===== config.mk =====
export PLATFORM = sky130hd
export DESIGN_NAME = particulate_frame_parser_flat
export DESIGN_NICKNAME = d
export VERILOG_FILES = /design/src/rtl/pfp_pkg.sv /design/src/rtl/pfp_byte_if.sv /design/src/rtl/pfp_result_if.sv /design/src/rtl/particulate_frame_parser.sv /design/src/rtl/pfp_frame_tracker.sv /design/src/flat_wrapper.sv
export SDC_FILE = /design/constraint.sdc
export NUM_CORES = 1
export LEC_CHECK = 0
export ABC_AREA = 1
export BUFFER_PORTS_ARGS = -buffer_cell sky130_fd_sc_hd__buf_4
export CAP_MARGIN = 20
export CORE_MARGIN = 2
export CORE_UTILIZATION = 25
export DETAILED_ROUTE_END_ITERATION = 10
export SLEW_MARGIN = 20
export SYNTH_ARGS = -nofsm -noshare
export SYNTH_HDL_FRONTEND = slang
export SYNTH_SLANG_ARGS = --single-unit
export TNS_END_PERCENT = 1

===== constraint.sdc =====
create_clock -name clk -period 5.11 [get_ports clk]
set_clock_uncertainty 0.05 [all_clocks]
set_input_delay 0.7665 -clock clk [delete_from_list [all_inputs] [get_ports clk]]
set_output_delay 0.7665 -clock clk [all_outputs]
set_load 0.005 [all_outputs]

===== src/rtl/pfp_pkg.sv =====
// package for the particulate frame parser: constants, frame positions, shared types
package pfp_pkg;

  localparam int unsigned FRAME_BYTES = 10;
  localparam int unsigned POS_W       = $clog2(FRAME_BYTES);
  localparam int unsigned CNT_W       = 16;

  localparam logic [7:0] START_BYTE   = 8'hAA;
  localparam logic [7:0] COMMAND_BYTE = 8'hC0;
  localparam logic [7:0] TAIL_BYTE    = 8'hAB;

  localparam logic [POS_W-1:0] POS_START     = POS_W'(0);
  localparam logic [POS_W-1:0] POS_COMMAND   = POS_W'(1);
  localparam logic [POS_W-1:0] POS_FINE_LO   = POS_W'(2);
  localparam logic [POS_W-1:0] POS_FINE_HI   = POS_W'(3);
  localparam logic [POS_W-1:0] POS_COARSE_LO = POS_W'(4);
  localparam logic [POS_W-1:0] POS_COARSE_HI = POS_W'(5);
  localparam logic [POS_W-1:0] POS_LAST_DATA = POS_W'(7);
  localparam logic [POS_W-1:0] POS_CHECKSUM  = POS_W'(FRAME_BYTES - 2);
  localparam logic [POS_W-1:0] POS_TAIL      = POS_W'(FRAME_BYTES - 1);

  typedef struct packed {
    logic [7:0] rx_byte;
    logic       line_error;
  } pfp_item_t;

  typedef struct packed {
    logic [15:0]      fine_dust;
    logic [15:0]      coarse_dust;
    logic             frame_accepted;
    logic [CNT_W-1:0] good_frames;
    logic [CNT_W-1:0] bytes_seen;
  } pfp_result_t;

endpackage


===== src/rtl/pfp_byte_if.sv =====
// received-byte channel: valid/ready handshake with byte and line-error flag
interface pfp_byte_if import pfp_pkg::*; ();
  logic       valid;
  logic       ready;
  logic [7:0] rx_byte;
  logic       line_error;

  modport source (output valid, output rx_byte, output line_error, input ready);
  modport sink   (input valid, input rx_byte, input line_error, output ready);
endinterface


===== src/rtl/pfp_result_if.sv =====
// result channel: valid/ready handshake with readings, accept flag and counters
interface pfp_result_if import pfp_pkg::*; ();
  logic             valid;
  logic             ready;
  logic [15:0]      fine_dust;
  logic [15:0]      coarse_dust;
  logic             frame_accepted;
  logic [CNT_W-1:0] good_frames;
  logic [CNT_W-1:0] bytes_seen;

  modport source (output valid, output fine_dust, output coarse_dust, output frame_accepted,
                  output good_frames, output bytes_seen, input ready);
  modport sink   (input valid, input fine_dust, input coarse_dust, input frame_accepted,
                  input good_frames, input bytes_seen, output ready);
endinterface


===== src/rtl/particulate_frame_parser.sv =====
// top level of the particulate frame parser: input register, tracker, result register
//
// usage:
//   rx   : one transaction per received serial byte, with its line-error flag
//   meas : one transaction per accepted byte, carrying the latest published
//          fine and coarse readings, a flag set when that byte completed a
//          frame with correct tail and checksum, and both 16-bit counters
//   each byte enters an input register, is evaluated combinationally against the
//   frame tracker state, and lands in the result register; the result is valid
//   once the byte has passed both registers
//   throughput is one byte per cycle while meas does not stall, set by the
//   joint update of the position, running checksum and counters in the tracker
//   when meas stalls, the input register still takes one more byte, then rx
//   ready drops until the result register is taken; nothing is lost or repeated
//   reset (rst, synchronous) empties both registers, returns the hunt to the
//   start byte and clears readings and counters
//   no clearing pass after reset
module particulate_frame_parser import pfp_pkg::*; (
  input logic           clk,
  input logic           rst,
  pfp_byte_if.sink      rx,
  pfp_result_if.source  meas
);

  logic        in_valid;
  pfp_item_t   in_item;
  logic        out_valid;
  pfp_result_t out_result;
  pfp_result_t result;
  logic        advance;

  assign advance  = in_valid && (!out_valid || meas.ready);
  assign rx.ready = !in_valid || advance;

  always_ff @(posedge clk) begin
    if (rst) begin
      in_valid <= 1'b0;
    end else if (rx.ready) begin
      in_valid <= rx.valid;
    end
  end

  always_ff @(posedge clk) begin
    if (rx.ready && rx.valid) begin
      in_item.rx_byte    <= rx.rx_byte;
      in_item.line_error <= rx.line_error;
    end
  end

  pfp_frame_tracker u_tracker (
    .clk     (clk),
    .rst     (rst),
    .advance (advance),
    .item    (in_item),
    .result  (result)
  );

  always_ff @(posedge clk) begin
    if (rst) begin
      out_valid <= 1'b0;
    end else if (!out_valid || meas.ready) begin
      out_valid <= in_valid;
    end
  end

  always_ff @(posedge clk) begin
    if (advance) begin
      out_result <= result;
    end
  end

  assign meas.valid          = out_valid;
  assign meas.fine_dust      = out_result.fine_dust;
  assign meas.coarse_dust    = out_result.coarse_dust;
  assign meas.frame_accepted = out_result.frame_accepted;
  assign meas.good_frames    = out_result.good_frames;
  assign meas.bytes_seen     = out_result.bytes_seen;

  a_stall_blocks_input: assert property (@(posedge clk) disable iff (rst)
    in_valid && out_valid && !meas.ready |-> !rx.ready)
    else $error("input taken while pipeline is full");

  a_result_follows: assert property (@(posedge clk) disable iff (rst)
    advance |=> out_valid)
    else $error("evaluated byte produced no result");

  a_result_held: assert property (@(posedge clk) disable iff (rst)
    out_valid && !meas.ready |=> out_valid && $stable(out_result))
    else $error("stalled result changed");

endmodule


===== src/rtl/pfp_frame_tracker.sv =====
// frame tracker: position, running checksum, captured readings and counters
module pfp_frame_tracker import pfp_pkg::*; (
  input  logic        clk,
  input  logic        rst,
  input  logic        advance,
  input  pfp_item_t   item,
  output pfp_result_t result
);

  logic [POS_W-1:0] position, position_next;
  logic [7:0]       checksum, checksum_next;
  logic             checksum_ok, checksum_ok_next;
  logic [7:0]       fine_lo, fine_hi, coarse_lo, coarse_hi;
  logic [15:0]      fine_reading, fine_reading_next;
  logic [15:0]      coarse_reading, coarse_reading_next;
  logic [CNT_W-1:0] good_frame_count, good_frame_count_next;
  logic [CNT_W-1:0] byte_count, byte_count_next;
  logic             accepted;

  always_comb begin
    position_next         = position;
    checksum_next         = checksum;
    checksum_ok_next      = checksum_ok;
    fine_reading_next     = fine_reading;
    coarse_reading_next   = coarse_reading;
    good_frame_count_next = good_frame_count;
    byte_count_next       = byte_count + CNT_W'(1);
    accepted              = 1'b0;
    if (item.line_error) begin
      position_next = POS_START;
    end else if (position == POS_START) begin
      if (item.rx_byte == START_BYTE) position_next = POS_COMMAND;
    end else if (position == POS_COMMAND) begin
      position_next = (item.rx_byte == COMMAND_BYTE) ? POS_FINE_LO : POS_START;
    end else begin
      position_next = position + POS_W'(1);
      case (position) inside
        POS_FINE_LO: begin
          checksum_next = item.rx_byte;
        end
        [POS_FINE_HI:POS_LAST_DATA]: begin
          checksum_next = checksum + item.rx_byte;
        end
        POS_CHECKSUM: begin
          checksum_ok_next = (checksum == item.rx_byte);
        end
        POS_TAIL: begin
          position_next = POS_START;
          if (item.rx_byte == TAIL_BYTE && checksum_ok) begin
            accepted              = 1'b1;
            fine_reading_next     = {fine_hi, fine_lo};
            coarse_reading_next   = {coarse_hi, coarse_lo};
            good_frame_count_next = good_frame_count + CNT_W'(1);
          end
        end
        default: begin
        end
      endcase
    end
  end

  always_ff @(posedge clk) begin
    if (rst) begin
      position         <= POS_START;
      fine_reading     <= '0;
      coarse_reading   <= '0;
      good_frame_count <= '0;
      byte_count       <= '0;
    end else if (advance) begin
      position         <= position_next;
      fine_reading     <= fine_reading_next;
      coarse_reading   <= coarse_reading_next;
      good_frame_count <= good_frame_count_next;
      byte_count       <= byte_count_next;
    end
  end

  // frame payload, no reset
  always_ff @(posedge clk) begin
    if (advance) begin
      checksum    <= checksum_next;
      checksum_ok <= checksum_ok_next;
      if (!item.line_error) begin
        if (position == POS_FINE_LO)   fine_lo   <= item.rx_byte;
        if (position == POS_FINE_HI)   fine_hi   <= item.rx_byte;
        if (position == POS_COARSE_LO) coarse_lo <= item.rx_byte;
        if (position == POS_COARSE_HI) coarse_hi <= item.rx_byte;
      end
    end
  end

  assign result.fine_dust      = fine_reading_next;
  assign result.coarse_dust    = coarse_reading_next;
  assign result.frame_accepted = accepted;
  assign result.good_frames    = good_frame_count_next;
  assign result.bytes_seen     = byte_count_next;

  a_position_range: assert property (@(posedge clk) disable iff (rst)
    position <= POS_TAIL)
    else $error("frame position out of range");

  a_error_restarts: assert property (@(posedge clk) disable iff (rst)
    advance && item.line_error |=> position == POS_START)
    else $error("line error did not restart the hunt");

  a_accept_at_tail: assert property (@(posedge clk) disable iff (rst)
    accepted |-> position == POS_TAIL && !item.line_error)
    else $error("frame accepted away from tail position");

  a_byte_count_step: assert property (@(posedge clk) disable iff (rst)
    advance |=> byte_count == $past(byte_count) + CNT_W'(1))
    else $error("byte counter did not advance");

  a_good_count_hold: assert property (@(posedge clk) disable iff (rst)
    advance && !accepted |=> good_frame_count == $past(good_frame_count))
    else $error("valid-frame counter moved without an accepted frame");

endmodule

===== src/flat_wrapper.sv =====
// flat-port wrapper written by rule: the top's interface ports become plain ports
module particulate_frame_parser_flat import pfp_pkg::*;
  (clk, rst, rx_valid, rx_rx_byte, rx_line_error, rx_ready, meas_valid, meas_fine_dust, meas_coarse_dust, meas_frame_accepted, meas_good_frames, meas_bytes_seen, meas_ready);
  pfp_byte_if rx_i ();
  pfp_result_if meas_i ();
  input logic clk;
  input logic rst;
  input wire logic [$bits(rx_i.valid)-1:0] rx_valid;
  input wire logic [$bits(rx_i.rx_byte)-1:0] rx_rx_byte;
  input wire logic [$bits(rx_i.line_error)-1:0] rx_line_error;
  output wire logic [$bits(rx_i.ready)-1:0] rx_ready;
  output wire logic [$bits(meas_i.valid)-1:0] meas_valid;
  output wire logic [$bits(meas_i.fine_dust)-1:0] meas_fine_dust;
  output wire logic [$bits(meas_i.coarse_dust)-1:0] meas_coarse_dust;
  output wire logic [$bits(meas_i.frame_accepted)-1:0] meas_frame_accepted;
  output wire logic [$bits(meas_i.good_frames)-1:0] meas_good_frames;
  output wire logic [$bits(meas_i.bytes_seen)-1:0] meas_bytes_seen;
  input wire logic [$bits(meas_i.ready)-1:0] meas_ready;
  assign rx_i.valid = rx_valid;
  assign rx_i.rx_byte = rx_rx_byte;
  assign rx_i.line_error = rx_line_error;
  assign rx_ready = rx_i.ready;
  assign meas_valid = meas_i.valid;
  assign meas_fine_dust = meas_i.fine_dust;
  assign meas_coarse_dust = meas_i.coarse_dust;
  assign meas_frame_accepted = meas_i.frame_accepted;
  assign meas_good_frames = meas_i.good_frames;
  assign meas_bytes_seen = meas_i.bytes_seen;
  assign meas_i.ready = meas_ready;
  particulate_frame_parser u_core (.clk(clk), .rst(rst), .rx(rx_i), .meas(meas_i));
endmodule

# Word level (Yosys, flattened, before mapping)
# Cells that the tools add are included.
[totals]
ff_bits = 185
input_bits = 13
out_inout_bits = 67
word_cells = 98
[op_classes]
addsub = 4
n_lt_le_gt_ge = 2
eq_ne = 12
mux = 36
bitwise_logic = 6
n_reduce_logical = 18
[ops]
columns = ["op", "n"]
rows = [
  ["two-way mux 16 bit", 24],
  ["adder 16 x 1 -> 16 bit (second input constant)", 2],
  ["two-way mux 4 bit", 8],
  ["== test 8 bit (second input constant)", 3],
  ["two-way mux 8 bit", 2],
  ["AND reduction 3 bit", 4],
  ["adder 8 bit", 1],
  ["== test 4 x 2 -> 1 bit (second input constant)", 2],
  ["== test 4 x 3 -> 1 bit (second input constant)", 2],
  ["== test 4 bit (second input constant)", 2],
  ["== test 8 bit", 1],
  ["AND reduction 7 bit", 1],
  ["OR reduction 7 bit", 1],
  ["inverter 1 bit", 6],
  ["AND reduction 5 bit", 1],
  ["adder 4 x 1 -> 4 bit (second input constant)", 1],
  ["== test 4 x 1 -> 1 bit (second input constant)", 1],
  ["greater-or-equal comparator 4 x 2 -> 1 bit (second input constant)", 1],
  ["less-or-equal comparator 4 x 3 -> 1 bit (second input constant)", 1],
  ["logical AND 1 bit", 4],
  ["zero test 4 bit", 1],
  ["inequality test 3 x 1 -> 1 bit (second input constant)", 1],
  ["zero test 1 bit", 2],
  ["logical OR 1 bit", 2],
  ["other kinds (4)", 4],
]

# Depth between registers and ports, before layout
# Gate-level depths: netlist (run 1).
[depth]
word_depth = 10
ltp_mapped = 13
ltp_nobuf = 12

# Hierarchy
# Synthesis (run 1) repeated with hierarchy kept, for this count alone.
[unflattened]
cells_unflattened = 864
hier_area_um2 = 8126.5
[by_module_without_submodules]
columns = ["module", "instances", "cells_each", "area_each_um2", "seq_area_each_um2"]
rows = [
  ["pfp_frame_tracker", 1, 778, 5813.1, 2592.5],
  ["particulate_frame_parser", 1, 86, 2313.5, 2262.2],
]

# Least setup slack after synthesis (run 1)
# No wires, ideal clock.
[synth_timing]
kind = "in2reg"
startpoint = "in meas_ready"
endpoint = "reg u_core.out_result (netlist bit u_core.meas.bytes_seen[0]), enable pin"
setup_ps = 455
arrival_ps = 3137
t_required_ps = 4605
slack_ps = 1468
stages = 5
path_buffers = 1
path_cell_list = "inv_1 nand2_1 nand2_1 clkinv_1 clkbuf_1"
[synth_between]
elab_chain_len = 2
[synth_rtl]
columns = ["element", "line", "rtl"]
rows = [
  ["start, declared", "flat_wrapper.sv:18", "input wire logic [$bits(meas_i.ready)-1:0] meas_ready;"],
  ["logical OR 1 bit", "particulate_frame_parser.sv:32", "assign advance = in_valid && (!out_valid || meas.ready);"],
  ["logical AND 1 bit", "particulate_frame_parser.sv:32", ""],
  ["via u_core.advance", "particulate_frame_parser.sv:30", "logic advance;"],
  ["end signal, assigned", "particulate_frame_parser.sv:68", "out_result <= result;"],
  ["end, declared", "particulate_frame_parser.sv:28", "pfp_result_t out_result;"],
]
# The timed path passes the listed nets, and every way through them passes these cells.
# A chain may end at the register's enable or synchronous reset.

==> results of run 1 <==
-- worst max-delay path, delay by kind of cell (launching register included) --
kind	cells	cell delay, ns
buf+inv	4	0.76
simple gates	7	1.09
flops	1	0.55
-- layout make-up --
cell class / count / area share
multi-input cells: 468 / 0.248
inverters: 157 / 0.0613
clock buffers: 21 / 0.0510
flip-flops and latches: 185 / 0.503
repair buffers: 85 / 0.0665
well taps: 402 / 0.0521
clock inverters: 11 / 0.0187
-- cell families (layout without fill, tap and decap cells) --
group | count (synthesis) | after routing | share of synthesized area
flip-flops | 185 | 185 | 0.608
AO/OA/AOI/OAI | 181 | 181 | 0.115
buffers and inverters | 186 | 274 | 0.0920
AND/OR/NAND/NOR | 254 | 254 | 0.141
adder cells (fa/ha/maj) | 14 | 14 | 0.0229
XOR/XNOR | 19 | 19 | 0.0209
-- synth_stat cells, types with 3 or more instances --
library cell | instances | area share
a211oi_1 | 3 | 0.0028
a21oi_1 | 70 | 0.044
buf_1 | 3 | 0.0014
buf_6 | 4 | 0.0056
clkbuf_1 | 19 | 0.0089
dfxtp_1 | 70 | 0.18
edfxtp_1 | 115 | 0.43
ha_1 | 13 | 0.020
inv_1 | 153 | 0.072
inv_2 | 3 | 0.0014
nand2_1 | 122 | 0.057
nand3_1 | 34 | 0.021
nand4_1 | 13 | 0.010
nor2_1 | 49 | 0.023
nor3_1 | 20 | 0.013
nor4_1 | 4 | 0.0031
o21ai_0 | 63 | 0.040
o21ai_1 | 43 | 0.027
xor2_1 | 18 | 0.020
-- final timing paths --
path	cells after the start	end
worst min register to register	2	u_core.u_tracker.byte_count[1]
worst min-delay path	1	u_core.in_item[7]
worst max register to register	11	u_core.meas.good_frames[13]
worst max-delay path	11	u_core.meas.good_frames[13]
-- layout by cell type, fill, tap and decap left out, types with 2 or more instances in the layout --
cell       count
a211oi_1       3
a21oi_1       70
buf_4         84
bufinv_16      4
clkbuf_16     19
clkinv_4       4
dfxtp_1       70
edfxtp_1     115
ha_1          13
inv_1        153
inv_2          3
inv_6          2
nand2_1      122
nand2_2        2
nand3_1       34
nand3b_1       2
nand4_1       13
nor2_1        49
nor3_1        19
nor3_2         2
nor4_1         4
o21ai_0       63
o21ai_1       43
xor2_1        18
-- flip-flops by register name (all words and copies together) (netlist names) --
name,cells
u_core.u_tracker.fine_lo,8
u_core.meas.coarse_dust,16
u_core.meas.bytes_seen,16
u_core.meas.good_frames,16
u_core.u_tracker.checksum,8
u_core.in_item,9
u_core.u_tracker.good_frame_count,16
u_core.u_tracker.coarse_hi,8
u_core.u_tracker.coarse_reading,16
u_core.meas.valid,1
u_core.meas.fine_dust,16
u_core.meas.frame_accepted,1
u_core.in_valid,1
u_core.u_tracker.fine_reading,16
u_core.u_tracker.byte_count,16
u_core.u_tracker.coarse_lo,8
u_core.u_tracker.checksum_ok,1
u_core.u_tracker.position,4
u_core.u_tracker.fine_hi,8
-- through the flow --
stage,instance area (sq um),worst slack (ns),total power [mW]
floorplan,7980,1.47,1.90
global placement,8980,1.93,2.00
detailed placement,8980,1.89,2.01
CTS,9650,2.32,3.48
global route,9660,2.10,3.59
finish,9660,2.37,3.44
-- layer usage --
layer	part of all wire	wire length [um]	track usage	vias up
met4	0.012	203	0.0326	0
met2	0.47	8270	0.178	107
li1	-	-	-	2939
met3	0.053	927	0.0337	17
met1	0.47	8170	0.141	2709
met5	0	0	0	-
-- power groups by stage --
stage,Sequential [mW],Combinational [mW],Clock (mW)
6_report,1.72,0.255,1.47
5_1_grt,1.72,0.296,1.57
4_1_cts,1.72,0.259,1.51
3_5_place_dp,1.75,0.258,0
3_3_place_gp,1.75,0.252,0
2_1_floorplan,1.74,0.158,0
==> flow_summary_export.csv, run 1 <==
group,metric,value,unit
sta,post-route-period-util,0.537,
sta,rsz0062_at_grt,"no",
sta,fin_hold_ws,0.455,ns
placement,port_buffers,79,
grt,grt_pass1_vias,5637,
synthesis,netlist_instances,839,
critical_path,worst_path_max_delay_cell,"edfxtp_1",
route,antenna_left,0,
sta,fmax,365,MHz
route,wl_per_cell,13.2,um
critical_path,crit_required,5.25,ns
worst_hold_path,hp-start,"rx_rx_byte[6]",
die,die_w,183,um
cts,clkSlewWorstSetupHoldPaths,0.07,ns
route,num_vias,5772,
cts,cts_buffers,17,
run_status,status,"completed",
grt,grt_first_pass_wirelength,28900,um
power,powerDensity,357,nW/um^2
critical_path,startpoint_type,"flip-flop",
critical_path,arrival,2.88,ns
synthesis,synth_warnings,0,
cts,cts_tree,"done",
route,viasPerCell,4.34,
synthesis,synth-seq-cells,185,
sta,tightest_slew,0.844,ns
cells_and_area,multiInputGateArea,2390,sq um
placement,dp_cells,1297,
critical_path,critPathMaxStageDelay,0.55,ns
critical_path,critical_path.cell_chain,"inv_1, nand3_1, nor2_2, nand2_2, nor2_8, nand2_2, buf_4, inv_2, nand3_1, nand2_1, inv_1",
placement,post-dp-hpwl,11900,um
sta,min_period,2.74,ns
power,pwr-share-seq,0.498,
critical_path,endpoint_kind,"flip-flop",
cts,ctsHoldBuffers,0,
power,p_int,2.66,mW
cts,post-cts-setup-buffer-count,0,
worst_hold_path,hp-class,"primary input to flip-flop",
sta,slew_viol_final,0,
critical_path,startpoint,"u_core.in_item[3]",
grt,grt_overflow,0,
die,core-area,31500,sq um
die,start_util,0.254,
synthesis,synth-edff-count,115,
grt,gr-usage-all-layers,0.110,
die,dieArea,33400,sq um
cells_and_area,fin_util,0.307,
cts,clk_latency,0.43,ns
sta,finalSetupViolCount,0,
cells_and_area,drive_gt1_frac,0.139,
route,drcViolationCount,0,
synthesis,synthFlopType,"edfxtp_1",
grt,grt_max_degree,112,
critical_path,worst-path-max-fanout,44,
power,ir_worst_vdd,0.000180,V
critical_path,reg2reg_setup_slack,2.37,ns
critical_path,critical_path_class,"flip-flop to flip-flop",
synthesis,ys_seq_area_frac,0.608,
power,p_clk_frac,0.428,
synthesis,synth_fp_nets,866,
die,die_height,183,um
synthesis,async_flop_share,0,
cells_and_area,syn2layout_area_growth,21.1,%
cells_and_area,diodes,0,
grt,antenna_found_initial,0,
cts,cts_root_buffer,"clkbuf_16",
route,first_iter_violations,409,
cells_and_area,fillers,3218,
power,leakagePower,4.25,nW
cts,cts.sinks,185,
power,pwr-share-comb,0.074,
synthesis,avgSynthCellArea,9.51,sq um
power,power.switching,0.782,mW
cts,cts_htree_levels,4,
cts,ctsResizeCount,0,
cells_and_area,nets,941,
job,cap_violations,0,
cts,clockBufferDepth,2,
cells_and_area,final_cells,1329,
die,core.rowCount,65,
critical_path,r2r-start,"u_core.in_item[3]",
sta,fin_setup_tns,0,ns
route,dr.pass1.iters,5,
die,ios,80,
route,wirelength,17600,um
synthesis,netlist_area,7980,sq um
sta,slew_headroom,0.438,
placement,place.gp.congestion,0.850,
sta,hold_viol_final,0,
cells_and_area,seq_area,4850,sq um
synthesis,synth_cell_types,36,
power,swShare,0.227,
Note: power is estimated with default switching activity, not from simulation.
==> run 2, diff against run 1 <==
==> constraint.sdc (replaced) <==
create_clock -name clk -period 2.8 [get_ports clk]
set_clock_uncertainty 0.05 [all_clocks]
set_input_delay 0.42 -clock clk [delete_from_list [all_inputs] [get_ports clk]]
set_output_delay 0.42 -clock clk [all_outputs]
set_load 0.005 [all_outputs]
==> flow_summary_export.csv, run 2 (synthesis results as in run 1) <==
group,metric,value,unit
run_status,status,"completed",
cells_and_area,final_common_cell,"inv_1",
critical_path,startpoint_type,"flip-flop",
critical_path,worst-path-max-fanout,10,
cts,cts_tree,"done",
grt,grt_first_pass_wirelength,29100,um
sta,slew_headroom,0.686,
power,powerDensity,620,nW/um^2
route,wirelength,18000,um
cts,clockBufferDepth,2,
sta,rsz0062_at_grt,"no",
die,start_util,0.254,
placement,dp_slack,0.459,ns
sta,slew_viol_final,0,
cts,cts.sinks,185,
cells_and_area,design_area,9660,sq um
cells_and_area,fillers,3206,
die,die_w,183,um
route,dr.pass1.iters,5,
sta,tightest_slew,0.470,ns
grt,antenna_found_initial,1,
sta,post-route-period-util,0.821,
placement,port_buffers,79,
die,ios,80,
route,viasPerCell,4.31,
worst_hold_path,hp-class,"primary input to flip-flop",
sta,min_period,2.30,ns
die,core-area,31500,sq um
power,ir_worst_vdd,0.000383,V
cts,ctsHoldBuffers,0,
sta,fin_setup_tns,0,ns
cts,cts_buffers,17,
placement,place.gp.congestion,0.825,
cells_and_area,drive_gt1_frac,0.146,
cts,cts_root_buffer,"clkbuf_16",
cts,cts_htree_levels,4,
grt,gr-usage-all-layers,0.111,
grt,grt_pass1_vias,5622,
die,dieArea,33400,sq um
route,num_vias,5775,
cts,ctsResizeCount,0,
critical_path,crit_required,2.93,ns
die,core.rowCount,65,
critical_path,arrival,2.42,ns
cts,clkSlewWorstSetupHoldPaths,0.07,ns
critical_path,endpoint_kind,"flip-flop",
cts,post-cts-setup-buffer-count,0,
grt,grt_overflow,0,
cells_and_area,final_cells,1340,
cells_and_area,syn2layout_area_growth,21.1,%
sta,layout_setup_ws,0.502,ns
power,leakagePower,4.25,nW
sta,finalSetupViolCount,0,
job,cap_violations,0,
cells_and_area,fin_util,0.307,
route,drcViolationCount,0,
placement,post-dp-hpwl,12100,um
route,wl_per_cell,13.5,um
route,antenna_left,0,
cells_and_area,final_cell_mix,"inv_1, nand2_1, edfxtp_1",
critical_path,critical_path_class,"flip-flop to flip-flop",
sta,hold_viol_final,0,
placement,placedInstanceArea,9070,sq um
cts,clk_latency,0.42,ns
placement,dp_cells,1306,
die,die_height,183,um
route,first_iter_violations,380,
grt,grt_max_degree,93,
sta,fmax,435,MHz
cells_and_area,nets,950,
==> run 2: cell count changes in the layout (fill, tap and decap cells not counted), sizes merged <==
cell | previous run | this run
diode | 0 | 2
bufinv | 4 | 1
clkinv | 4 | 5
buf | 85 | 94
inv | 159 | 158
clkinvlp | 1 | 5
clkbuf | 21 | 20
==> run 2: per-stage QoR <==
| step | hold WS [ns] | total power [mW] |
|---|---|---|
| after floorplan | 0.422 | 3.46 |
| after global placement | 0.437 | 3.66 |
| after detailed placement | 0.454 | 3.67 |
| after CTS | 0.104 | 6.07 |
| after global routing | 0.104 | 6.25 |
| final | 0.125 | 5.99 |
==> run 2: path summary, 6_finish.rpt <==
| check | from | endpoint | slack, ns | depth (start not counted) |
|---|---|---|---|---|
| max reg2reg | u_core.in_item[1] | u_core.u_tracker.checksum[6] | 0.50 | 11 |
| max | u_core.in_item[1] | u_core.u_tracker.checksum[6] | 0.50 | 11 |
| min | rx_rx_byte[2] | u_core.in_item[3] | 0.13 | 1 |
| min reg2reg | u_core.meas.valid | u_core.meas.valid | 0.46 | 2 |
==> run 2: worst max-delay path: stages, from the launching register on <==
cell,delay [ns]
edfxtp_1,0.60
ha_1,0.25
inv_1,0.06
fa_1,0.40
inv_1,0.09
nand3_1,0.07
nand2_1,0.09
nand2_1,0.07
nand2_1,0.07
a21oi_1,0.07
xor2_1,0.14
o21ai_0,0.08
==> run 2: cell type report <==
cell class	count	area, sq um	area share
flip-flops and latches	185	4850	0.502
diodes	2	5.00	0.000518
inverters	157	592	0.0612
well taps	402	503	0.0521
multi-input cells	468	2390	0.247
clock inverters	12	120	0.0124
repair buffers	94	731	0.0756
clock buffers	20	468	0.0484
==> run 2: metal layers <==
layer	routed length, um	GRT usage
met3	874	0.0297
met2	8030	0.173
met5	0	0
met4	203	0.0297
met1	8940	0.153
==> run 2: report_power, final <==
| part | internal, mW | leakage [nW] | total (mW) | switching (mW) |
|---|---|---|---|---|
| sequential | 3.04 | 1.65 | 3.12 | 0.0833 |
| combinational | 0.188 | 2.33 | 0.481 | 0.293 |
| clock | 1.31 | 0.273 | 2.39 | 1.07 |
| total | 4.54 | 4.25 | 5.99 | 1.45 |
